### src/rtl/core/pps_pkg.sv
`timescale 1ns / 1ps
// ----------------------------------------------------------------------------
// pps_pkg
// Shared types and constants for the priority process scheduler.
// ----------------------------------------------------------------------------
package pps_pkg;

  localparam int NUM_PROCS_DEF = 8;
  localparam int NUM_PRIOS_DEF = 5;

  typedef enum logic [2:0] {
    OP_ADMIT         = 3'd0,
    OP_RELEASE       = 3'd1,
    OP_SET_PRIO      = 3'd2,
    OP_GET_PRIO      = 3'd3,
    OP_MSG_UNBLOCK   = 3'd4,
    OP_PREEMPT_QUERY = 3'd5
  } op_t;

  typedef enum logic [1:0] {
    STAT_OK      = 2'd0,
    STAT_BAD_ARG = 2'd1,
    STAT_NO_PROC = 2'd2
  } status_t;

  localparam logic [1:0] REQ_YIELD = 2'd0;
  localparam logic [1:0] REQ_MEM   = 2'd1;
  localparam logic [1:0] REQ_MSG   = 2'd2;

  typedef enum logic [2:0] {
    ST_NEW     = 3'd0,
    ST_READY   = 3'd1,
    ST_RUNNING = 3'd2,
    ST_MEMBLK  = 3'd3,
    ST_MSGBLK  = 3'd4
  } proc_state_t;

  typedef enum logic [4:0] {
    CMD_NONE,
    CMD_LOAD,
    CMD_STATUS,
    CMD_ADMIT,
    CMD_GET_PRIO,
    CMD_PQ_STEP,
    CMD_NEXT_LEVEL,
    CMD_WRITE_PRIO,
    CMD_REM_INIT,
    CMD_REM_STEP,
    CMD_SET_READY,
    CMD_PUSH_PID,
    CMD_REL_INIT,
    CMD_REL_WAKE,
    CMD_REL_POP,
    CMD_REL_PUSH,
    CMD_REL_END,
    CMD_PUBLISH
  } dp_cmd_t;

  typedef struct packed {
    dp_cmd_t cmd;
    status_t code;
  } ctrl_cmd_t;

  typedef struct packed {
    logic [2:0] op;
    logic admit_bad;
    logic req_bad;
    logic setp_bad;
    logic same_prio;
    logic pid_admitted;
    logic pid_is_cur;
    logic setp_preempt;
    logic getp_bad;
    logic unblk_bad;
    logic cur_none;
    logic pq_hit;
    logic pq_last;
    logic scan_last;
    logic ready_ne;
    logic rel_last;
    logic rem_done;
    logic out_busy;
  } dp_flags_t;

  typedef enum logic [4:0] {
    S_IDLE,
    S_DECODE,
    S_ADMIT,
    S_GET_PRIO,
    S_PQ,
    S_SP_ONLY,
    S_SP_CUR,
    S_SCAN,
    S_SR_INIT,
    S_SR_WALK,
    S_SR_WRITE,
    S_SR_PUSH,
    S_SR_CHECK,
    S_UB_INIT,
    S_UB_WALK,
    S_UB_READY,
    S_UB_PUSH,
    S_REL_INIT,
    S_REL_WAKE,
    S_REL_CHECK,
    S_REL_POP,
    S_REL_PUSH,
    S_REL_END,
    S_FIN
  } ctrl_state_t;

endpackage

### src/rtl/core/pps_dp.sv
`timescale 1ns / 1ps
// ----------------------------------------------------------------------------
// pps_dp
// Scheduler datapath: process tables, linked queues, walk and scan registers.
// ----------------------------------------------------------------------------
module pps_dp #(
  parameter int NUM_PROCS = pps_pkg::NUM_PROCS_DEF,
  parameter int NUM_PRIOS = pps_pkg::NUM_PRIOS_DEF
) (
  input  logic               clk,
  input  logic               rst,
  input  pps_pkg::ctrl_cmd_t ctl,
  output pps_pkg::dp_flags_t flags,
  input  logic [2:0]         operation,
  input  logic [2:0]         target_pid,
  input  logic [2:0]         target_prio,
  input  logic [1:0]         current_request,
  input  logic               memory_available,
  input  logic               out_ready,
  output logic               out_valid,
  output logic [1:0]         status,
  output logic [2:0]         running_pid,
  output logic               switched,
  output logic               first_run,
  output logic [2:0]         priority_out,
  output logic               preempt_needed
);
  import pps_pkg::*;

  localparam int PIDX_W = $clog2(NUM_PROCS);
  localparam int PW     = $clog2(NUM_PROCS + 1);
  localparam int PRW    = $clog2(NUM_PRIOS);
  localparam int LW     = $clog2(NUM_PRIOS + 1);
  localparam int NQ     = 3 * NUM_PRIOS;
  localparam int QW     = $clog2(NQ);
  localparam int CW     = $clog2(NUM_PROCS + 1);
  localparam logic [PW-1:0] NONE = PW'(NUM_PROCS);

  proc_state_t       proc_state    [NUM_PROCS];
  logic [PRW-1:0]    proc_priority [NUM_PROCS];
  logic              proc_admitted [NUM_PROCS];
  logic [PIDX_W-1:0] next_link     [NUM_PROCS];
  logic [PW-1:0]     queue_head    [NQ];
  logic [PIDX_W-1:0] queue_tail    [NQ];
  logic [PW-1:0]     running;

  // latched transaction
  logic [2:0] op_r, pid_r, np_r;
  logic [1:0] req_r;
  logic       mem_r;
  logic [PW-1:0] cur_r;

  logic [PRW-1:0] lvl;
  logic [LW-1:0]  lim;
  logic [QW-1:0]  rq;
  logic [PW-1:0]  wcur, wprev;
  logic [CW-1:0]  wn;

  status_t    res_status;
  logic       res_sw, res_first, res_pre;
  logic [2:0] res_prio;

  function automatic logic [QW-1:0] queue_of(proc_state_t st, logic [PRW-1:0] pr);
    logic [QW-1:0] base;
    base = '0;
    if (st == ST_MEMBLK) base = QW'(NUM_PRIOS);
    else if (st == ST_MSGBLK) base = QW'(2 * NUM_PRIOS);
    return base + QW'(pr);
  endfunction

  logic [PIDX_W-1:0] pidx, cidx;
  logic [PW-1:0]     pidw;
  logic [PRW-1:0]    npv;
  logic              pid_ok, np_ok, np_set_ok, cur_none;
  logic [QW-1:0]     qr, qm, qp, qc;
  logic [PW-1:0]     hr, hm;
  logic [1:0]        eff_req;

  assign pidx      = PIDX_W'(pid_r);
  assign pidw      = PW'(pid_r);
  assign npv       = PRW'(np_r);
  assign cidx      = cur_r[PIDX_W-1:0];
  assign pid_ok    = int'(pid_r) < NUM_PROCS;
  assign np_ok     = int'(np_r) < NUM_PRIOS;
  assign np_set_ok = int'(np_r) < NUM_PRIOS - 1;
  assign cur_none  = (cur_r == NONE);
  assign qr        = QW'(lvl);
  assign qm        = QW'(NUM_PRIOS) + QW'(lvl);
  assign hr        = queue_head[qr];
  assign hm        = queue_head[qm];
  assign qp        = queue_of(proc_state[pidx], proc_priority[pidx]);
  assign qc        = queue_of(proc_state[cidx], proc_priority[cidx]);
  // a priority change runs the release path as a plain yield
  assign eff_req   = (op_r == OP_RELEASE) ? req_r : REQ_YIELD;

  always_comb begin
    flags.op           = op_r;
    flags.admit_bad    = !pid_ok || !np_ok || proc_admitted[pidx];
    flags.req_bad      = req_r > REQ_MSG;
    flags.setp_bad     = (pid_r == 3'd0) || !pid_ok || !np_set_ok;
    flags.same_prio    = proc_priority[pidx] == npv;
    flags.pid_admitted = proc_admitted[pidx];
    flags.pid_is_cur   = pidw == cur_r;
    flags.setp_preempt = (proc_state[pidx] != ST_MEMBLK) && (proc_state[pidx] != ST_MSGBLK)
                         && !cur_none && (npv <= proc_priority[cidx]);
    flags.getp_bad     = !pid_ok;
    flags.unblk_bad    = !pid_ok || !proc_admitted[pidx] || (proc_state[pidx] != ST_MSGBLK);
    flags.cur_none     = cur_none;
    flags.pq_hit       = hm != NONE;
    flags.pq_last      = lvl == proc_priority[cidx];
    flags.scan_last    = lvl == npv;
    flags.ready_ne     = hr != NONE;
    flags.rel_last     = (LW'(lvl) + LW'(1)) >= lim;
    flags.rem_done     = (wcur == NONE) || (int'(wn) == NUM_PROCS) || (wcur == pidw)
                         || (wcur[PIDX_W-1:0] == queue_tail[rq]);
    flags.out_busy     = out_valid && !out_ready;
  end

  always_ff @(posedge clk) begin
    if (rst) begin
      for (int k = 0; k < NUM_PROCS; k++) begin
        proc_state[k]    <= ST_NEW;
        proc_priority[k] <= '0;
        proc_admitted[k] <= 1'b0;
      end
      for (int k = 0; k < NQ; k++) queue_head[k] <= NONE;
      running   <= NONE;
      out_valid <= 1'b0;
    end else begin
      if (ctl.cmd == CMD_PUBLISH) out_valid <= 1'b1;
      else if (out_ready) out_valid <= 1'b0;

      case (ctl.cmd)
        CMD_LOAD: begin
          op_r       <= operation;
          pid_r      <= target_pid;
          np_r       <= target_prio;
          req_r      <= current_request;
          mem_r      <= memory_available;
          cur_r      <= running;
          lvl        <= '0;
          res_status <= STAT_OK;
          res_sw     <= 1'b0;
          res_first  <= 1'b0;
          res_prio   <= '0;
          res_pre    <= 1'b0;
        end
        CMD_STATUS: res_status <= ctl.code;
        CMD_ADMIT: begin
          proc_admitted[pidx] <= 1'b1;
          proc_priority[pidx] <= npv;
          proc_state[pidx]    <= ST_NEW;
          if (queue_head[QW'(npv)] == NONE) queue_head[QW'(npv)] <= pidw;
          else next_link[queue_tail[QW'(npv)]] <= pidx;
          queue_tail[QW'(npv)] <= pidx;
        end
        CMD_GET_PRIO: res_prio <= 3'(proc_priority[pidx]);
        CMD_PQ_STEP: begin
          if (hm != NONE) res_pre <= 1'b1;
          lvl <= lvl + PRW'(1);
        end
        CMD_NEXT_LEVEL: lvl <= lvl + PRW'(1);
        CMD_WRITE_PRIO: proc_priority[pidx] <= npv;
        CMD_REM_INIT: begin
          rq    <= qp;
          wcur  <= queue_head[qp];
          wprev <= NONE;
          wn    <= '0;
        end
        CMD_REM_STEP: begin
          if ((wcur != NONE) && (int'(wn) != NUM_PROCS)) begin
            if (wcur == pidw) begin
              if (wprev == NONE) begin
                queue_head[rq] <= (wcur[PIDX_W-1:0] == queue_tail[rq]) ? NONE
                                  : PW'(next_link[wcur[PIDX_W-1:0]]);
              end else begin
                next_link[wprev[PIDX_W-1:0]] <= next_link[wcur[PIDX_W-1:0]];
                if (wcur[PIDX_W-1:0] == queue_tail[rq])
                  queue_tail[rq] <= wprev[PIDX_W-1:0];
              end
            end else if (wcur[PIDX_W-1:0] != queue_tail[rq]) begin
              wprev <= wcur;
              wcur  <= PW'(next_link[wcur[PIDX_W-1:0]]);
              wn    <= wn + CW'(1);
            end
          end
        end
        CMD_SET_READY: proc_state[pidx] <= ST_READY;
        CMD_PUSH_PID: begin
          if (queue_head[qp] == NONE) queue_head[qp] <= pidw;
          else next_link[queue_tail[qp]] <= pidx;
          queue_tail[qp] <= pidx;
        end
        CMD_REL_INIT: begin
          if (!cur_none) begin
            if (eff_req == REQ_MEM) proc_state[cidx] <= ST_MEMBLK;
            else if (eff_req == REQ_MSG) proc_state[cidx] <= ST_MSGBLK;
            else proc_state[cidx] <= ST_READY;
          end
          if (!cur_none && (eff_req == REQ_YIELD)) lim <= LW'(proc_priority[cidx]) + LW'(1);
          else lim <= LW'(NUM_PRIOS);
          lvl <= '0;
        end
        CMD_REL_WAKE: begin
          // move the memory-blocked head at this level to the ready queue when memory is available
          if (mem_r && (hm != NONE)) begin
            queue_head[qm] <= (hm[PIDX_W-1:0] == queue_tail[qm]) ? NONE
                              : PW'(next_link[hm[PIDX_W-1:0]]);
            proc_state[hm[PIDX_W-1:0]] <= ST_READY;
            if (hr == NONE) queue_head[qr] <= hm;
            else next_link[queue_tail[qr]] <= hm[PIDX_W-1:0];
            queue_tail[qr] <= hm[PIDX_W-1:0];
          end
        end
        CMD_REL_POP: begin
          queue_head[qr] <= (hr[PIDX_W-1:0] == queue_tail[qr]) ? NONE
                            : PW'(next_link[hr[PIDX_W-1:0]]);
          res_first <= proc_state[hr[PIDX_W-1:0]] == ST_NEW;
          proc_state[hr[PIDX_W-1:0]] <= ST_RUNNING;
          running <= hr;
          res_sw  <= 1'b1;
        end
        CMD_REL_PUSH: begin
          if (!cur_none) begin
            if (queue_head[qc] == NONE) queue_head[qc] <= cur_r;
            else next_link[queue_tail[qc]] <= cidx;
            queue_tail[qc] <= cidx;
          end
        end
        CMD_REL_END: begin
          if (!cur_none) proc_state[cidx] <= ST_RUNNING;
          if (op_r == OP_RELEASE)
            res_status <= (cur_none || (req_r != REQ_YIELD)) ? STAT_NO_PROC : STAT_OK;
        end
        CMD_PUBLISH: begin
          status         <= res_status;
          running_pid    <= (running == NONE) ? 3'd0 : 3'(running);
          switched       <= res_sw;
          first_run      <= res_first;
          priority_out   <= res_prio;
          preempt_needed <= res_pre;
        end
        default: ;
      endcase
    end
  end

endmodule

### src/rtl/core/pps_ctrl.sv
`timescale 1ns / 1ps
// ----------------------------------------------------------------------------
// pps_ctrl
// Scheduler sequencer: decodes the operation and steps the datapath.
// ----------------------------------------------------------------------------
module pps_ctrl (
  input  logic               clk,
  input  logic               rst,
  input  logic               in_valid,
  output logic               in_ready,
  input  pps_pkg::dp_flags_t flags,
  output pps_pkg::ctrl_cmd_t ctl
);
  import pps_pkg::*;

  ctrl_state_t state, state_next;

  always_ff @(posedge clk) begin
    if (rst) state <= S_IDLE;
    else state <= state_next;
  end

  always_comb begin
    state_next = state;
    case (state)
      S_IDLE: if (in_valid) state_next = S_DECODE;
      S_DECODE: begin
        case (flags.op)
          OP_ADMIT:       state_next = flags.admit_bad ? S_FIN : S_ADMIT;
          OP_RELEASE:     state_next = flags.req_bad ? S_FIN : S_REL_INIT;
          OP_SET_PRIO: begin
            if (flags.setp_bad || flags.same_prio) state_next = S_FIN;
            else if (!flags.pid_admitted) state_next = S_SP_ONLY;
            else if (flags.pid_is_cur) state_next = S_SP_CUR;
            else state_next = S_SR_INIT;
          end
          OP_GET_PRIO:      state_next = flags.getp_bad ? S_FIN : S_GET_PRIO;
          OP_MSG_UNBLOCK:   state_next = flags.unblk_bad ? S_FIN : S_UB_INIT;
          OP_PREEMPT_QUERY: state_next = flags.cur_none ? S_FIN : S_PQ;
          default:          state_next = S_FIN;
        endcase
      end
      S_ADMIT, S_GET_PRIO, S_SP_ONLY: state_next = S_FIN;
      S_PQ: if (flags.pq_hit || flags.pq_last) state_next = S_FIN;
      S_SP_CUR: state_next = S_SCAN;
      S_SCAN: begin
        if (flags.ready_ne) state_next = S_REL_INIT;
        else if (flags.scan_last) state_next = S_FIN;
      end
      S_SR_INIT:  state_next = S_SR_WALK;
      S_SR_WALK:  if (flags.rem_done) state_next = S_SR_WRITE;
      S_SR_WRITE: state_next = S_SR_PUSH;
      S_SR_PUSH:  state_next = S_SR_CHECK;
      S_SR_CHECK: state_next = flags.setp_preempt ? S_REL_INIT : S_FIN;
      S_UB_INIT:  state_next = S_UB_WALK;
      S_UB_WALK:  if (flags.rem_done) state_next = S_UB_READY;
      S_UB_READY: state_next = S_UB_PUSH;
      S_UB_PUSH:  state_next = S_FIN;
      S_REL_INIT: state_next = S_REL_WAKE;
      S_REL_WAKE: state_next = S_REL_CHECK;
      S_REL_CHECK: begin
        if (flags.ready_ne) state_next = S_REL_POP;
        else if (flags.rel_last) state_next = S_REL_END;
        else state_next = S_REL_WAKE;
      end
      S_REL_POP:  state_next = S_REL_PUSH;
      S_REL_PUSH, S_REL_END: state_next = S_FIN;
      S_FIN: if (!flags.out_busy) state_next = S_IDLE;
      default: state_next = S_IDLE;
    endcase
  end

  always_comb begin
    ctl.cmd  = CMD_NONE;
    ctl.code = STAT_OK;
    in_ready = 1'b0;
    case (state)
      S_IDLE: begin
        in_ready = 1'b1;
        if (in_valid) ctl.cmd = CMD_LOAD;
      end
      S_DECODE: begin
        case (flags.op)
          OP_ADMIT:         if (flags.admit_bad) ctl.cmd = CMD_STATUS;
          OP_RELEASE:       if (flags.req_bad) ctl.cmd = CMD_STATUS;
          OP_SET_PRIO:      if (flags.setp_bad) ctl.cmd = CMD_STATUS;
          OP_GET_PRIO:      if (flags.getp_bad) ctl.cmd = CMD_STATUS;
          OP_MSG_UNBLOCK:   if (flags.unblk_bad) ctl.cmd = CMD_STATUS;
          OP_PREEMPT_QUERY: if (flags.cur_none) ctl.cmd = CMD_STATUS;
          default:          ctl.cmd = CMD_STATUS;
        endcase
        ctl.code = (flags.op == OP_PREEMPT_QUERY) ? STAT_NO_PROC : STAT_BAD_ARG;
      end
      S_ADMIT:    ctl.cmd = CMD_ADMIT;
      S_GET_PRIO: ctl.cmd = CMD_GET_PRIO;
      S_PQ:       ctl.cmd = CMD_PQ_STEP;
      S_SP_ONLY, S_SP_CUR, S_SR_WRITE: ctl.cmd = CMD_WRITE_PRIO;
      S_SCAN:     if (!flags.ready_ne && !flags.scan_last) ctl.cmd = CMD_NEXT_LEVEL;
      S_SR_INIT, S_UB_INIT: ctl.cmd = CMD_REM_INIT;
      S_SR_WALK, S_UB_WALK: ctl.cmd = CMD_REM_STEP;
      S_SR_PUSH, S_UB_PUSH: ctl.cmd = CMD_PUSH_PID;
      S_UB_READY: ctl.cmd = CMD_SET_READY;
      S_REL_INIT: ctl.cmd = CMD_REL_INIT;
      S_REL_WAKE: ctl.cmd = CMD_REL_WAKE;
      S_REL_CHECK: if (!flags.ready_ne && !flags.rel_last) ctl.cmd = CMD_NEXT_LEVEL;
      S_REL_POP:  ctl.cmd = CMD_REL_POP;
      S_REL_PUSH: ctl.cmd = CMD_REL_PUSH;
      S_REL_END:  ctl.cmd = CMD_REL_END;
      S_FIN:      if (!flags.out_busy) ctl.cmd = CMD_PUBLISH;
      default: ;
    endcase
  end

endmodule

### src/rtl/core/priority_process_scheduler.sv
`timescale 1ns / 1ps
// ----------------------------------------------------------------------------
// priority_process_scheduler
// Multilevel priority scheduler with per-level linked ready/blocked queues.
//
//   channel  handshake            payload
//   in       in_valid / in_ready  operation, target_pid, target_prio,
//                                 current_request, memory_available
//   out      out_valid/out_ready  status, running_pid, switched, first_run,
//                                 priority_out, preempt_needed
//
// One transaction at a time: release visits each priority level in a wake
// state and a check state, list removal one node a cycle.
// in_ready is high only in idle; the next transaction may enter while the
// last result waits in the output register.
// Synchronous active-high reset empties all queues, marks all processes new.
// ----------------------------------------------------------------------------
module priority_process_scheduler #(
  parameter int NUM_PROCS = pps_pkg::NUM_PROCS_DEF,
  parameter int NUM_PRIOS = pps_pkg::NUM_PRIOS_DEF
) (
  input  logic       clk,
  input  logic       rst,
  input  logic       in_valid,
  output logic       in_ready,
  input  logic [2:0] operation,
  input  logic [2:0] target_pid,
  input  logic [2:0] target_prio,
  input  logic [1:0] current_request,
  input  logic       memory_available,
  output logic       out_valid,
  input  logic       out_ready,
  output logic [1:0] status,
  output logic [2:0] running_pid,
  output logic       switched,
  output logic       first_run,
  output logic [2:0] priority_out,
  output logic       preempt_needed
);
  import pps_pkg::*;

  ctrl_cmd_t ctl;
  dp_flags_t flags;

  pps_ctrl u_ctrl (
    .clk      (clk),
    .rst      (rst),
    .in_valid (in_valid),
    .in_ready (in_ready),
    .flags    (flags),
    .ctl      (ctl)
  );

  pps_dp #(
    .NUM_PROCS (NUM_PROCS),
    .NUM_PRIOS (NUM_PRIOS)
  ) u_dp (
    .clk              (clk),
    .rst              (rst),
    .ctl              (ctl),
    .flags            (flags),
    .operation        (operation),
    .target_pid       (target_pid),
    .target_prio      (target_prio),
    .current_request  (current_request),
    .memory_available (memory_available),
    .out_ready        (out_ready),
    .out_valid        (out_valid),
    .status           (status),
    .running_pid      (running_pid),
    .switched         (switched),
    .first_run        (first_run),
    .priority_out     (priority_out),
    .preempt_needed   (preempt_needed)
  );

endmodule

### config.mk
export PLATFORM = sky130hd
export DESIGN_NAME = priority_process_scheduler
export DESIGN_NICKNAME = d
export VERILOG_FILES = /design/src/rtl/core/pps_pkg.sv /design/src/rtl/core/pps_dp.sv /design/src/rtl/core/pps_ctrl.sv /design/src/rtl/core/priority_process_scheduler.sv
export SDC_FILE = /design/constraint.sdc
export NUM_CORES = 1
export LEC_CHECK = 0
export ABC_AREA = 0
export BUFFER_PORTS_ARGS = -buffer_cell sky130_fd_sc_hd__buf_2
export CORE_MARGIN = 3
export CORE_UTILIZATION = 42
export DETAILED_ROUTE_END_ITERATION = 7
export RECOVER_POWER = 100
export SETUP_SLACK_MARGIN = 0.3
export SYNTH_ARGS = -nofsm -noshare
export SYNTH_HDL_FRONTEND = slang
export SYNTH_HIERARCHICAL = 1
export SYNTH_SLANG_ARGS = --single-unit
### constraint.sdc
create_clock -name clk -period 8.6 [get_ports clk]
set_input_delay 0.43 -clock clk [delete_from_list [all_inputs] [get_ports clk]]
set_output_delay 0.43 -clock clk [all_outputs]
set_load 0.005 [all_outputs]
==> results.json <==
{
  "yosys_warnings": 6,
  "vias": 14430,
  "p_leak_nw": 6.81,
  "cts_tree": "built",
  "final_util_pct": 46.8,
  "synth_seq_cells": 275,
  "rows": 75,
  "setup_violations": 0,
  "arrival_ns": 8.10,
  "drive_above_1_share_pct": 16.6,
  "area_growth_pct": 8.49,
  "drv_cap": 0,
  "syn_inst": 1620,
  "final_common_cell": "edfxtp_1",
  "timing.hold.ws_ns": 0.0247,
  "yosys.area_share.simple_pct": 15.9,
  "avgViaCountPerCell": 6.57,
  "timing.final.max_slew_violations": 0,
  "start_util_pct": 43.1,
  "drtAntennaViolNets": 0,
  "cp_max_fo": 21,
  "wl_um": 57700,
  "drc_errors": 0,
  "core-area_um2": 42500,
  "die_w_um": 215,
  "clock-sinks": 275,
  "placed_cell_area_um2": 18900,
  "worst_pin_slew_ns": 1.42,
  "synthArstFlopShare_pct": 0,
  "cts_root_buf": "clkbuf_16",
  "critical_path_class": "flip-flop to flip-flop",
  "period_minus_slack_ns": 7.78,
  "worstPathRequired_ns": 8.92,
  "setup_tns_ns": 0,
  "insertion_delay_ns": 0.59,
  "synth-xor-area-share_pct": 1.48,
  "synth_top_family_by_area": "multiplexers",
  "ir_drop_mv": 0.248,
  "grt_usage_pct": 24.5,
  "fin_crit_sh_pct": 90.5,
  "fmax_ghz": 0.128,
  "multi_input_area_um2": 9730,
  "final_cell_mix": "edfxtp_1, nand2_1, mux4_2, nor2_1, o21ai_0",
  "post_synth_instance_area_um2": 18300,
  "grt_max_degree": 45,
  "rsz0062_at_grt": "no",
  "fp.dieH_um": 215,
  "fillers": 3864,
  "die-area_um2": 46200,
  "synth-compound-area-share_pct": 11.3,
  "cts-resized-gates": 0,
  "num_io_pins": 29,
  "grt_pass1_wl_um": 87200,
  "hold_class": "primary input to flip-flop",
  "synth-edff-count": 238,
  "grt_pass1_vias": 13714,
  "fin_area_um2": 19900,
  "relSlewSlack_pct": 4.41,
  "clk_pin_slew_ns": 0.06,
  "status": "finished clean",
  "p_per_area_nw_per_um2": 417,
  "clk_path_buf_depth": 3,
  "cts_made_buffers": 30,
  "port_buffers": 28,
  "muxShareOfSynthArea_pct": 22.5,
  "hold_viol_final": 0,
  "firstDrtPassIters": 6,
  "drt-initial-drc-count": 1777,
  "avgSynthCellArea_um2": 11.3,
  "synth-main-ff-cell": "edfxtp_1",
  "yosysUniqueCellTypes": 91,
  "detail_route.wl_per_cell_um": 26.3,
  "antenna_found_initial": 0,
  "stdcell_count": 2195,
  "routabilityCongestion": 0.973,
  "ys_seq_area_share_pct": 43.0,
  "regArea_um2": 7890,
  "crit_path_start_kind": "flip-flop",
  "synthAdderAreaFrac_pct": 1.86,
  "dp_hpwl_um": 42800,
  "cts_max_level": 1,
  "finalNetCount": 1636,
  "crit_path_end_kind": "flip-flop",
  "fin_skew_ns": 0.0216,
  "overflow": 0,
  "dp_cells": 2138,
  "syn-num-nets": 1662
}
## per-layer routing
metal	up-vias	part of all wire [%]	GRT usage [%]
met4	0	3.2	6.70
met1	7217	42	35.2
li1	6273	-	-
met5	-	0	0
met2	803	45	38.0
met3	137	9.7	4.87
## layout make-up
cell class | count | area share, %
Antenna cell | 1 | 0.0126
Clock inverter | 16 | 0.919
Timing Repair Buffer | 57 | 1.60
Tap cell | 577 | 3.63
Multi-Input combinational cell | 1171 | 48.9
Inverter | 59 | 1.11
Clock buffer | 39 | 4.15
Sequential cell | 275 | 39.7
## registers in the layout, indices dropped and copies added (netlist names), 2 cells and up, named ones only
signal / count
u_dp/queue_tail: 45
u_dp/rq: 4
u_dp/np_r: 3
u_dp/next_link: 24
u_dp/cur_r: 4
u_dp/pid_r: 3
u_dp/res_prio: 3
u_dp/lim: 3
u_dp/running_pid: 3
u_dp/running: 4
u_dp/wcur: 4
u_dp/op_r: 3
u_dp/req_r: 2
u_dp/proc_priority: 24
u_dp/proc_state: 24
u_dp/status: 2
u_dp/proc_admitted: 8
u_dp/wprev: 4
u_dp/lvl: 3
u_dp/priority_out: 3
u_dp/res_status: 2
u_ctrl/state: 5
u_dp/wn: 4
u_dp/queue_head: 64
## where the power goes
part | switching [mW] | total (mW) | internal, mW
registers | 0.371 | 2.08 | 1.71
logic | 2.92 | 4.89 | 1.97
clock network | 0.532 | 1.32 | 0.791
## through the flow
stage	setup WS [ns]	total power, mW
after floorplan	2.23	5.43
after global placement	1.31	6.85
after detailed placement	1.27	6.88
after CTS	1.21	8.22
after global routing	0.219	8.70
final	0.818	8.29
## cells by family (layout without fill, tap and decap cells)
kind of cell / Yosys count / in the layout
muxes: 233 / 233
AOI/OAI and AO/OA: 305 / 305
buffers and inverters: 174 / 171
DFF: 275 / 275
and+or+nand+nor: 575 / 575
adders and majority gates: 26 / 26
xor gates and xnor gates: 31 / 31
other: 1 / 2
## synthesized netlist by cell type, types with 7 or more instances
cell type	n	area share, %
a211oi_1	20	0.82
a21o_1	13	0.53
a21oi_1	64	1.7
a31oi_1	8	0.27
and2_1	27	0.92
and3_1	18	0.61
buf_1	14	0.29
buf_2	25	0.68
clkbuf_1	70	1.4
dfxtp_1	37	4.0
edfxtp_1	238	39
ha_1	24	1.6
inv_1	53	1.1
mux2_2	30	1.8
mux2i_1	63	3.4
mux4_2	139	17
nand2_1	140	2.9
nand2b_1	29	0.99
nand3_1	49	1.3
nand4_1	15	0.51
nor2_1	123	2.5
nor2b_1	17	0.58
nor3_1	59	1.6
nor3b_1	7	0.29
nor4_1	17	0.58
nor4b_1	19	0.91
o211ai_1	18	0.74
o21ai_0	70	1.9
o21ai_1	8	0.22
o22ai_1	14	0.48
o2bb2ai_1	8	0.38
o31ai_1	8	0.33
or3_1	19	0.65
xnor2_1	15	0.72
xor2_1	16	0.76
## worst max-delay path, cell delays in order (launching register included)
cell and delay (ns):
dfxtp_1 0.86, mux4_2 0.60, mux2i_1 0.53, inv_1 0.19, fa_1 0.46, xnor2_1 0.17, clkbuf_1 0.57, inv_1 0.62
mux2_1 0.52, or2_2 0.32, nor4bb_1 0.57, o211ai_1 0.18, o2111ai_1 0.36, nand4_1 0.60, or4_1 0.76, a2bb2oi_1 0.17
## repair_timing
item,CTS,global route
setup buffers,0,0
hold buffers,1,0
setup endpoints to repair,0,0
hold endpoints to repair,1,0
## path summary, 6_finish.rpt
check / startpoint / to / slack, ns / depth (start not counted)
setup reg to reg: flip-flop / u_dp/queue_head[2][3]$_DFFE_PP_ / 0.82 / 15
hold / removal: current_request[0] / u_dp/req_r[0]$_DFFE_PP_ / 0.02 / 1
hold reg to reg: u_dp/res_status[0]$_DFFE_PP_ / u_dp/status[0]$_DFFE_PP_ / 0.42 / 0
setup / recovery: flip-flop / u_dp/queue_head[2][3]$_DFFE_PP_ / 0.82 / 15
Note: power is estimated with default switching activity, not from simulation.
